## config.mk

```make
export PLATFORM = sky130hd
export DESIGN_NAME = sorted_list_insert_delete
export DESIGN_NICKNAME = d
export VERILOG_FILES = /design/src/hw/rtl/sli_pkg.sv /design/src/hw/rtl/sli_ctrl.sv /design/src/hw/rtl/sli_dpath.sv /design/src/hw/rtl/sorted_list_insert_delete.sv
export SDC_FILE = /design/constraint.sdc
export NUM_CORES = 2
export LEC_CHECK = 0
export ABC_AREA = 1
export BUFFER_PORTS_ARGS = -buffer_cell sky130_fd_sc_hd__buf_2
export CORE_UTILIZATION = 35
export CTS_CLUSTER_DIAMETER = 40
export DETAILED_ROUTE_END_ITERATION = 7
export PLACE_DENSITY = 0.54
export SYNTH_ARGS = -nofsm -noshare
export SYNTH_HDL_FRONTEND = slang
export SYNTH_HIERARCHICAL = 1
export SYNTH_SLANG_ARGS = --single-unit
```

## constraint.sdc

```tcl
create_clock -name aclk -period 9.3 [get_ports aclk]
set_clock_uncertainty 0.05 [all_clocks]
set_input_delay 0.465 -clock aclk [delete_from_list [all_inputs] [get_ports aclk]]
set_output_delay 0.465 -clock aclk [all_outputs]
set_load 0.02 [all_outputs]
```

## src/hw/rtl/sli_pkg.sv

```systemverilog
`timescale 1ns / 1ps

package sli_pkg;

    localparam int VALUE_W = 32;
    localparam int COUNT_W = 5;
    localparam int STATUS_W = 3;
    localparam int OP_W = 2;
    localparam int OUT_W = STATUS_W + VALUE_W + COUNT_W;

    localparam logic [OP_W-1:0] OP_INSERT = 2'd0;
    localparam logic [OP_W-1:0] OP_DELETE = 2'd1;
    localparam logic [OP_W-1:0] OP_DUMP   = 2'd2;
    localparam logic [OP_W-1:0] OP_NONE   = 2'd3;

    localparam logic [STATUS_W-1:0] ST_INSERTED = 3'd0;
    localparam logic [STATUS_W-1:0] ST_DELETED  = 3'd1;
    localparam logic [STATUS_W-1:0] ST_NOTFOUND = 3'd2;
    localparam logic [STATUS_W-1:0] ST_EMPTY    = 3'd3;
    localparam logic [STATUS_W-1:0] ST_FULL     = 3'd4;
    localparam logic [STATUS_W-1:0] ST_DUMP     = 3'd5;

    // flips signed order into unsigned order
    localparam logic [VALUE_W-1:0] SIGN_FLIP = 32'h8000_0000;

    typedef struct packed {
        logic load;        // capture the incoming item
        logic exec;        // apply insert/delete, or a single-result op, and emit
        logic dump_start;  // clear the dump index
        logic dump_emit;   // emit one dump entry and advance
    } sli_cmd_t;

    typedef struct packed {
        logic [OP_W-1:0] op;
        logic            empty;
        logic            dump_last;
    } sli_stat_t;

endpackage

```

## src/hw/rtl/sli_ctrl.sv

```systemverilog
`timescale 1ns / 1ps

module sli_ctrl (
    input  logic               aclk,
    input  logic               aresetn,
    input  logic               s_tvalid,
    output logic               s_tready,
    input  logic [1:0]         s_op,
    output logic               m_tvalid,
    input  logic               m_tready,
    input  sli_pkg::sli_stat_t stat,
    output sli_pkg::sli_cmd_t  cmd
);
    import sli_pkg::*;

    localparam logic [1:0] S_IDLE = 2'd0;
    localparam logic [1:0] S_EXEC = 2'd1;
    localparam logic [1:0] S_DUMP = 2'd2;

    logic [1:0] state_reg, state_next;
    logic       out_valid_reg, out_valid_next;
    logic       slot_free;

    assign slot_free = !out_valid_reg || m_tready;
    assign s_tready  = (state_reg == S_IDLE);
    assign m_tvalid  = out_valid_reg;

    always_comb begin
        state_next = state_reg;
        cmd = '0;
        unique case (state_reg)
            S_IDLE: begin
                if (s_tvalid) begin
                    cmd.load = 1'b1;
                    if (s_op != OP_NONE) begin
                        state_next = S_EXEC;
                    end
                end
            end
            S_EXEC: begin
                if (slot_free) begin
                    if (stat.op == OP_DUMP && !stat.empty) begin
                        cmd.dump_start = 1'b1;
                        state_next = S_DUMP;
                    end else begin
                        cmd.exec = 1'b1;
                        state_next = S_IDLE;
                    end
                end
            end
            S_DUMP: begin
                if (slot_free) begin
                    cmd.dump_emit = 1'b1;
                    if (stat.dump_last) begin
                        state_next = S_IDLE;
                    end
                end
            end
            default: begin
                state_next = S_IDLE;
            end
        endcase
    end

    always_comb begin
        out_valid_next = out_valid_reg;
        if (cmd.exec || cmd.dump_emit) begin
            out_valid_next = 1'b1;
        end else if (m_tready) begin
            out_valid_next = 1'b0;
        end
    end

    always_ff @(posedge aclk) begin
        if (!aresetn) begin
            state_reg     <= S_IDLE;
            out_valid_reg <= 1'b0;
        end else begin
            state_reg     <= state_next;
            out_valid_reg <= out_valid_next;
        end
    end

endmodule

```

## src/hw/rtl/sli_dpath.sv

```systemverilog
`timescale 1ns / 1ps

module sli_dpath #(
    parameter int CAPACITY = 16
) (
    input  logic                    aclk,
    input  logic                    aresetn,
    input  sli_pkg::sli_cmd_t       cmd,
    input  logic [1:0]              s_op,
    input  logic [31:0]             s_value,
    output sli_pkg::sli_stat_t      stat,
    output logic [39:0]             m_tdata,
    output logic                    m_tlast
);
    import sli_pkg::*;

    localparam int CNT_W = $clog2(CAPACITY + 1);
    localparam int IDX_W = $clog2(CAPACITY);

    logic [VALUE_W-1:0] entries_reg [CAPACITY];
    logic [VALUE_W-1:0] ins_next    [CAPACITY];
    logic [VALUE_W-1:0] del_next    [CAPACITY];
    logic [CNT_W-1:0]   count_reg, count_next;
    logic [IDX_W-1:0]   idx_reg;
    logic [OP_W-1:0]    op_reg;
    logic [VALUE_W-1:0] value_reg;

    logic [STATUS_W-1:0] status_reg, status_next;
    logic [VALUE_W-1:0]  outval_reg, outval_next;
    logic [COUNT_W-1:0]  outcnt_reg, outcnt_next;
    logic                last_reg, last_next;

    logic [CAPACITY-1:0] le, eq, seen;
    logic                full, empty, found;
    logic                do_ins, do_del;

    assign full  = (count_reg >= CNT_W'(CAPACITY));
    assign empty = (count_reg == '0);
    assign found = seen[CAPACITY-1];

    // per-cell compare against the held value; cells past the count never match
    always_comb begin
        for (int i = 0; i < CAPACITY; i++) begin
            le[i] = (CNT_W'(i) < count_reg) &&
                    ((entries_reg[i] ^ SIGN_FLIP) <= (value_reg ^ SIGN_FLIP));
            eq[i] = (CNT_W'(i) < count_reg) && (entries_reg[i] == value_reg);
        end
    end

    // first-match mask for delete
    always_comb begin
        seen[0] = eq[0];
        for (int i = 1; i < CAPACITY; i++) begin
            seen[i] = seen[i-1] | eq[i];
        end
    end

    // le is a prefix: the first cell without it takes the new value,
    // cells after it take their left neighbor
    for (genvar g = 0; g < CAPACITY; g++) begin : g_cell
        if (g == 0) begin : g_first
            assign ins_next[g] = le[g] ? entries_reg[g] : value_reg;
        end else begin : g_rest
            assign ins_next[g] = le[g]   ? entries_reg[g] :
                                 le[g-1] ? value_reg : entries_reg[g-1];
        end
        if (g == CAPACITY - 1) begin : g_end
            assign del_next[g] = entries_reg[g];
        end else begin : g_mid
            assign del_next[g] = seen[g] ? entries_reg[g+1] : entries_reg[g];
        end
    end

    assign do_ins = cmd.exec && (op_reg == OP_INSERT) && !full;
    assign do_del = cmd.exec && (op_reg == OP_DELETE) && found;

    always_comb begin
        count_next = count_reg;
        if (do_ins) begin
            count_next = count_reg + CNT_W'(1);
        end else if (do_del) begin
            count_next = count_reg - CNT_W'(1);
        end
    end

    // result payload
    always_comb begin
        status_next = status_reg;
        outval_next = outval_reg;
        outcnt_next = outcnt_reg;
        last_next   = last_reg;
        if (cmd.dump_emit) begin
            status_next = ST_DUMP;
            outval_next = entries_reg[idx_reg];
            outcnt_next = COUNT_W'(count_reg);
            last_next   = stat.dump_last;
        end else if (cmd.exec) begin
            outval_next = '0;
            last_next   = 1'b1;
            outcnt_next = COUNT_W'(count_next);
            priority if (op_reg == OP_INSERT) begin
                status_next = full ? ST_FULL : ST_INSERTED;
            end else if (empty) begin
                status_next = ST_EMPTY;
            end else if (op_reg == OP_DELETE) begin
                status_next = found ? ST_DELETED : ST_NOTFOUND;
            end else begin
                status_next = ST_EMPTY;
            end
        end
    end

    always_ff @(posedge aclk) begin
        if (!aresetn) begin
            count_reg <= '0;
            idx_reg   <= '0;
        end else begin
            count_reg <= count_next;
            if (cmd.dump_start) begin
                idx_reg <= '0;
            end else if (cmd.dump_emit) begin
                idx_reg <= idx_reg + IDX_W'(1);
            end
        end
    end

    always_ff @(posedge aclk) begin
        if (cmd.load) begin
            op_reg    <= s_op;
            value_reg <= s_value;
        end
        if (do_ins) begin
            entries_reg <= ins_next;
        end else if (do_del) begin
            entries_reg <= del_next;
        end
        status_reg <= status_next;
        outval_reg <= outval_next;
        outcnt_reg <= outcnt_next;
        last_reg   <= last_next;
    end

    assign stat.op        = op_reg;
    assign stat.empty     = empty;
    assign stat.dump_last = ((CNT_W'(idx_reg) + CNT_W'(1)) == count_reg);

    assign m_tdata = {outcnt_reg, outval_reg, status_reg};
    assign m_tlast = last_reg;

endmodule

```

## src/hw/rtl/sorted_list_insert_delete.sv

```systemverilog
// An item is taken only in S_IDLE, which registers its op and value; in S_EXEC its result
// is registered and m_tvalid raised once the output is free. A dump of a non-empty list
// goes on from S_EXEC to S_DUMP and registers its first entry there.
// The block takes no new item until it is through with the last one; a dump emits its
// entries one entry per cycle while the output is free, from the shared entry register file.
// Reset (aresetn low, synchronous) empties the list and clears all handshake state;
// the entry registers themselves are not cleared.
`timescale 1ns / 1ps

module sorted_list_insert_delete #(
    parameter int CAPACITY = 16
) (
    input  logic        aclk,
    input  logic        aresetn,
    input  logic        s_tvalid,
    output logic        s_tready,
    input  logic [31:0] s_tdata,   // [31:0] value
    input  logic [1:0]  s_tuser,   // [1:0] op
    output logic        m_tvalid,
    input  logic        m_tready,
    output logic [39:0] m_tdata,   // [2:0] status, [34:3] entry_value, [39:35] entry_count
    output logic        m_tlast
);
    import sli_pkg::*;

    sli_cmd_t  cmd;
    sli_stat_t stat;

    sli_ctrl u_ctrl (
        .aclk     (aclk),
        .aresetn  (aresetn),
        .s_tvalid (s_tvalid),
        .s_tready (s_tready),
        .s_op     (s_tuser),
        .m_tvalid (m_tvalid),
        .m_tready (m_tready),
        .stat     (stat),
        .cmd      (cmd)
    );

    sli_dpath #(
        .CAPACITY (CAPACITY)
    ) u_dpath (
        .aclk     (aclk),
        .aresetn  (aresetn),
        .cmd      (cmd),
        .s_op     (s_tuser),
        .s_value  (s_tdata),
        .stat     (stat),
        .m_tdata  (m_tdata),
        .m_tlast  (m_tlast)
    );

    a_cmd_onehot: assert property (@(posedge aclk) disable iff (!aresetn)
        $onehot0({cmd.load, cmd.exec, cmd.dump_start, cmd.dump_emit}))
        else $error("controller issued overlapping commands");

    a_emit_shows: assert property (@(posedge aclk) disable iff (!aresetn)
        (cmd.exec || cmd.dump_emit) |=> m_tvalid)
        else $error("emitted result not presented");

    a_dump_nonempty: assert property (@(posedge aclk) disable iff (!aresetn)
        cmd.dump_emit |-> !stat.empty)
        else $error("dump entry emitted from empty list");

    a_dump_ends: assert property (@(posedge aclk) disable iff (!aresetn)
        (cmd.dump_emit && stat.dump_last) |=> !cmd.dump_emit)
        else $error("dump ran past the last entry");

endmodule

```

* Word level (Yosys, flattened, before mapping) *
Cells that the tools add are included.

storage, ports and cells
  register bits after elaboration = 599
  bits in latches = 0
  memory bits (writable) = 0
  bits in read-only memories = 0
  input port bits = 38
  memories kept = 0

cells by class
  add/sub/neg operators = 4
  multiply operators = 0
  divide/modulo/power cells = 0
  order comparisons = 34
  equal/unequal tests = 42
  shift-type cells = 0
  multiplexer cells = 81
  bitwise logic cells = 35
  reduce and logical (&&, ||, !) cells = 81

operators by type and width
  kind                 count
  $mux 32              50
  $mux 512             2
  $eq 32x32->1         16
  $le 32x32->1         16
  $bmux 32 s4          1
  $reduce_and 3->1     15
  $lt 4x5->1 const A   8
  $logic_and 1x1->1    37
  $ne 2x2->1 const B   18
  $reduce_bool 2->1    18
  $lt 3x5->1 const A   4
  $mux 5               4
  $not 1->1            19
  $mux 2               9
  $or 1x1->1           15
  $mux 3               4
  $ge 5x5->1 const B   2
  $lt 1x5->1 const A   2
  $lt 2x5->1 const A   2
  $mux 1               10
  $ne 2x1->1 const B   3
  $pmux 2 s3           1
  $add 4x1->5 const B  1
  $add 5x1->5 const B  1
  13 further kinds     19

* Logic depth before layout (Yosys ltp) *
  depth in word-level cells = 22
  mapped depth = 20
  gate-level depth less buffers = 18

* By module *
Netlist, hierarchy kept.

by module, submodules not included
  module     times used  cells an instance  area an instance (µm²)
  sli_dpath  1           5776               45493.6
  sli_ctrl   1           35                 196.4

* Least setup slack after synthesis *
No wires, ideal clock.

  path kind = reg2reg
  start = register u_dpath.value_reg[15]
  end = register u_dpath/entries_reg[224] (netlist name), enable pin
  setup time = 0.470 ns
  data arrival time = 5.013 ns
  required time = 8.780 ns
  setup slack = 3.767 ns
  cell stages (with the launch flop) = 13
  path buffers = 3
  period minus slack after synthesis = 5.533 ns
  cell sequence = edfxtp_1 -> inv_1 -> clkbuf_1 -> ha_1 -> nand4_1 -> nor4_1 -> o21a_1 -> o31ai_1 -> nand3_1 -> nand2_1 -> buf_2 -> buf_2 -> a211oi_1

on the way
  word-level cells in the longest chain between the ends = 20
  elaborated cells between the ends (all ways) = 54
  those cells by class = order compare: 1; eq/ne: 17; bitwise: 15; reduce/logical: 21

RTL lines
  item                                   RTL line          text
  start: declaration                     sli_dpath.sv:26   logic [VALUE_W-1:0] value_reg;
  start signal: assignment               sli_dpath.sv:130  value_reg <= s_value;
  $eq 32x32->1                           sli_dpath.sv:46   eq[i] = (CNT_W'(i) < count_reg) && (entries_reg[i] == value_reg);
  $logic_and 1x1->1                      sli_dpath.sv:46
  $or 1x1->1 (15 in a row)               sli_dpath.sv:54   seen[i] = seen[i-1] | eq[i];
  $logic_and 1x1->1                      sli_dpath.sv:75   assign do_del = cmd.exec && (op_reg == OP_DELETE) && found;
  $reduce_bool 2->1 (no source line)     -
  $reduce_and 3->1 (no source line) (*)  -
  end signal: assignment                 sli_dpath.sv:133  entries_reg <= ins_next;
  end signal: assignment                 sli_dpath.sv:135  entries_reg <= del_next;
  end: declaration                       sli_dpath.sv:20   logic [VALUE_W-1:0] entries_reg [CAPACITY];

Mark *: on every way between the ends. The rest lies on a longest branch, timed or not.
A chain may end at the register's enable or synchronous reset.

* Worst setup path after layout *
  start = register u_dpath.value_reg[30]
  end = register u_dpath/entries_reg[162] (netlist name), enable pin

The elaborated chain is that of the path after synthesis.

==> impl_metrics.csv <==
group,metric,value,unit
job,drv_cap,0,
placement,dpl.cell_count,7352,
finish,area_growth,15.0,%
critical_path,start_kind,"flip-flop",
synth,synth_warnings,6,
route,ant_nets,0,
global_routing,grt_pass1_vias,39900,
clocking,clock-sinks,599,
route,drt_iter0_drc,5253,
synth,netlist_area,45700,sq um
route,drt_pass1_iterations,6,
clocking,post_cts_buffers,0,
clocking,ctsResizeCount,0,
synth,synth_top_area_share,38.4,%
global_routing,use_met3,4.88,%
timing,period_needed,5.64,ns
synth,synth_cell_type_count,57,
global_routing,gr-total-overflow,0,
synth,ys_ff_latch,599,
global_routing,busiest_layer,"met2",
global_routing,met1_usage,37.3,%
floorplanning,start_util,35.3,%
critical_path,worstPathMaxFanout,35,
synth,synth-main-ff-cell,"edfxtp_1",
pwr,leakagePower,20.9,nW
floorplanning,io-pin-count,81,
synth,ys_seq_area_share,39.0,%
pwr,vdd_drop_max,0.000205,V
synth,syn_avg_cell_area,7.86,sq um
timing,period_share,60.7,%
finish,drive_gt1_share,7.67,%
synth,synth.area.top_cells,"edfxtp_1, ha_1, o21ai_0",
finish,layout.nets,6342,
critical_path,crit_path_end_kind,"flip-flop",
global_routing,grt_usage,26.6,%
synth,synth.net_count,6366,
floorplanning,fp.dieH,363,microns
timing,grt_setup_unrepaired,"false",
placement,placed_area,47700,sq um
timing,slew_headroom,18.7,%
critical_path,crit_type,"flip-flop to flip-flop",
floorplanning,design.die.area,132000,sq um
clocking,cts_tree,"built",
synth,synth-edff-count,584,
route,drc,0,
floorplanning,core,129000,sq um
placement,gp_congestion,0.915,
placement,place_hpwl,128,mm
placement,io_buffers,80,
status,status,"completed",
finish,instances_no_fill,7641,
critical_path,arrival,5.97,ns
route,drt_wl_total,178,mm
global_routing,grt_max_degree,207,
route,via_per_inst,5.67,
clocking,clk_path_buf_depth,3,
global_routing,grt_pass1_wl,263,mm
critical_path,cp.required,9.62,ns
synth,synthArstFlopShare,0,%
floorplanning,rows,132,
timing,max_freq,177,MHz
worst_hold_path,hp-class,"input port to flip-flop",
clocking,clkLatencyLatePin,0.78,ns
clocking,numCtsBuffers,138,
timing,tightest_slew,1.22,ns
floorplanning,fp.dieW,363,microns
synth,synth.largest_area_cell,"edfxtp_1",
timing,finalSetupTns,0,ns
global_routing,antenna_found_initial,7,
finish,fin_area,52500,sq um
timing,slew_viol_final,0,
finish,fillers,13200,
route,via_count,43300,
route,wl_per_cell,23.3,microns
pwr,power.density,158,nW/um^2
clocking,cts_root_buf,"clkbuf_16",
timing,report.final.hold_viol_count,0,
clocking,clk_pin_slew,0.05,ns
global_routing,met2_usage,40.2,%
synth,synthCells,5811,
finish,largest_reg_flops,480,
timing,setup_viol,0,
clocking,htree_levels,4,
## cells in the mapped netlist, drive strengths merged (66+ instances only)
cell type  count
a21oi        658
buf           91
clkbuf       281
edfxtp       584
ha           517
inv          513
nand2       1132
nand3        361
nand4         66
nor2         371
o211ai        67
o21ai        916
o22ai         96
## power breakdown
| group | internal (mW) | total, mW | switching, mW |
|---|---|---|---|
| logic | 0.185 | 0.592 | 0.407 |
| clock network | 2.99 | 4.70 | 1.72 |
| registers | 2.97 | 3.00 | 0.0239 |
| total | 6.14 | 8.29 | 2.15 |
## cells in the final DEF, fill, tap and decap left out, types with 10 or more instances in the layout
cell,n
a211oi_1,23
a21oi_1,656
buf_2,80
buf_4,87
clkbuf_1,14
clkbuf_16,140
clkinv_1,22
clkinv_2,29
clkinvlp_4,10
dfxtp_1,11
dlygate4sd3_1,37
edfxtp_1,584
ha_1,517
inv_1,503
inv_6,15
nand2_1,1117
nand2_2,13
nand3_1,356
nand4_1,64
nor2_1,356
nor2_4,13
nor3_1,25
nor4_1,19
o211ai_1,67
o21ai_0,902
o21ai_1,12
o22ai_1,96
## worst paths after layout
path / from / to / slack (ns) / depth (start not counted)
worst max-delay path: u_dpath/value_reg[30] / u_dpath/entries_reg[162] / 3.66 / 14
worst min-delay path: m_tready / u_ctrl/state_reg[1] / 0.05 / 6
worst max register to register: u_dpath/value_reg[30] / u_dpath/entries_reg[162] / 3.66 / 14
worst min register to register: u_dpath/status_reg[0] / u_dpath/status_reg[0] / 0.42 / 2
## worst max-delay path, cell delays in order (launching register included)
cell and delay, ns:
edfxtp_1 0.54, inv_1 0.16, buf_4 0.39, ha_1 0.24, nand3_1 0.07, inv_1 0.11, nand3_1 0.18, nor3_1 0.61
o21ai_0 0.24, nand3_1 0.14, buf_4 0.49, nand2_1 0.82, nand2_1 0.23, nand2_1 0.12, nor2_4 0.77
## final cells by class
class / count / area (sq um) / area share (%)
inverters: 514 / 1950 / 3.70
clock inverters: 94 / 857 / 1.63
flip-flops and latches: 599 / 17800 / 34.0
clock buffers: 154 / 3560 / 6.77
multi-input cells: 4326 / 24600 / 46.9
repair buffers: 208 / 1500 / 2.86
well taps: 1742 / 2180 / 4.15
diodes: 4 / 10.0 / 0.0191
## cell families after synthesis
group | count (synthesis) | synth area share, %
AND/OR/NAND/NOR | 1997 | 18.4
XOR/XNOR | 4 | 0.0767
adder cells (fa/ha/maj) | 517 | 14.2
AO/OA/AOI/OAI | 1808 | 20.9
flip-flops | 599 | 39.0
buffers and inverters | 886 | 7.47
## per-stage QoR
| step | power, mW | hold slack (ns) | setup slack [ns] | utilization (%) |
|---|---|---|---|---|
| 6_report | 8.29 | 0.0512 | 3.66 | 40.6 |
| 5_1_grt | 8.55 | 0.0723 | 3.50 | 40.6 |
| 4_1_cts | 8.35 | 0.00723 | 3.74 | 40.6 |
| 3_5_place_dp | 3.61 | 0.413 | 3.76 | 36.9 |
| 3_3_place_gp | 3.60 | 0.412 | 3.72 | 36.9 |
| 2_1_floorplan | 3.40 | 0.443 | 3.77 | - |
## routing by layer
| layer | up-vias | part of all wire, % |
|---|---|---|
| met5 | - | 0.013 |
| met4 | 4 | 3.7 |
| met3 | 291 | 8.8 |
| met2 | 2049 | 43 |
| met1 | 20500 | 44 |
| li1 | 20400 | - |
## what timing repair did
action | 4_1_cts | 5_1_grt
setup endpoints to repair | 0 | 0
hold buffers | 37 | 0
endpoints found under the hold margin | 42 | 0
Note: power is estimated with default switching activity, not from simulation.
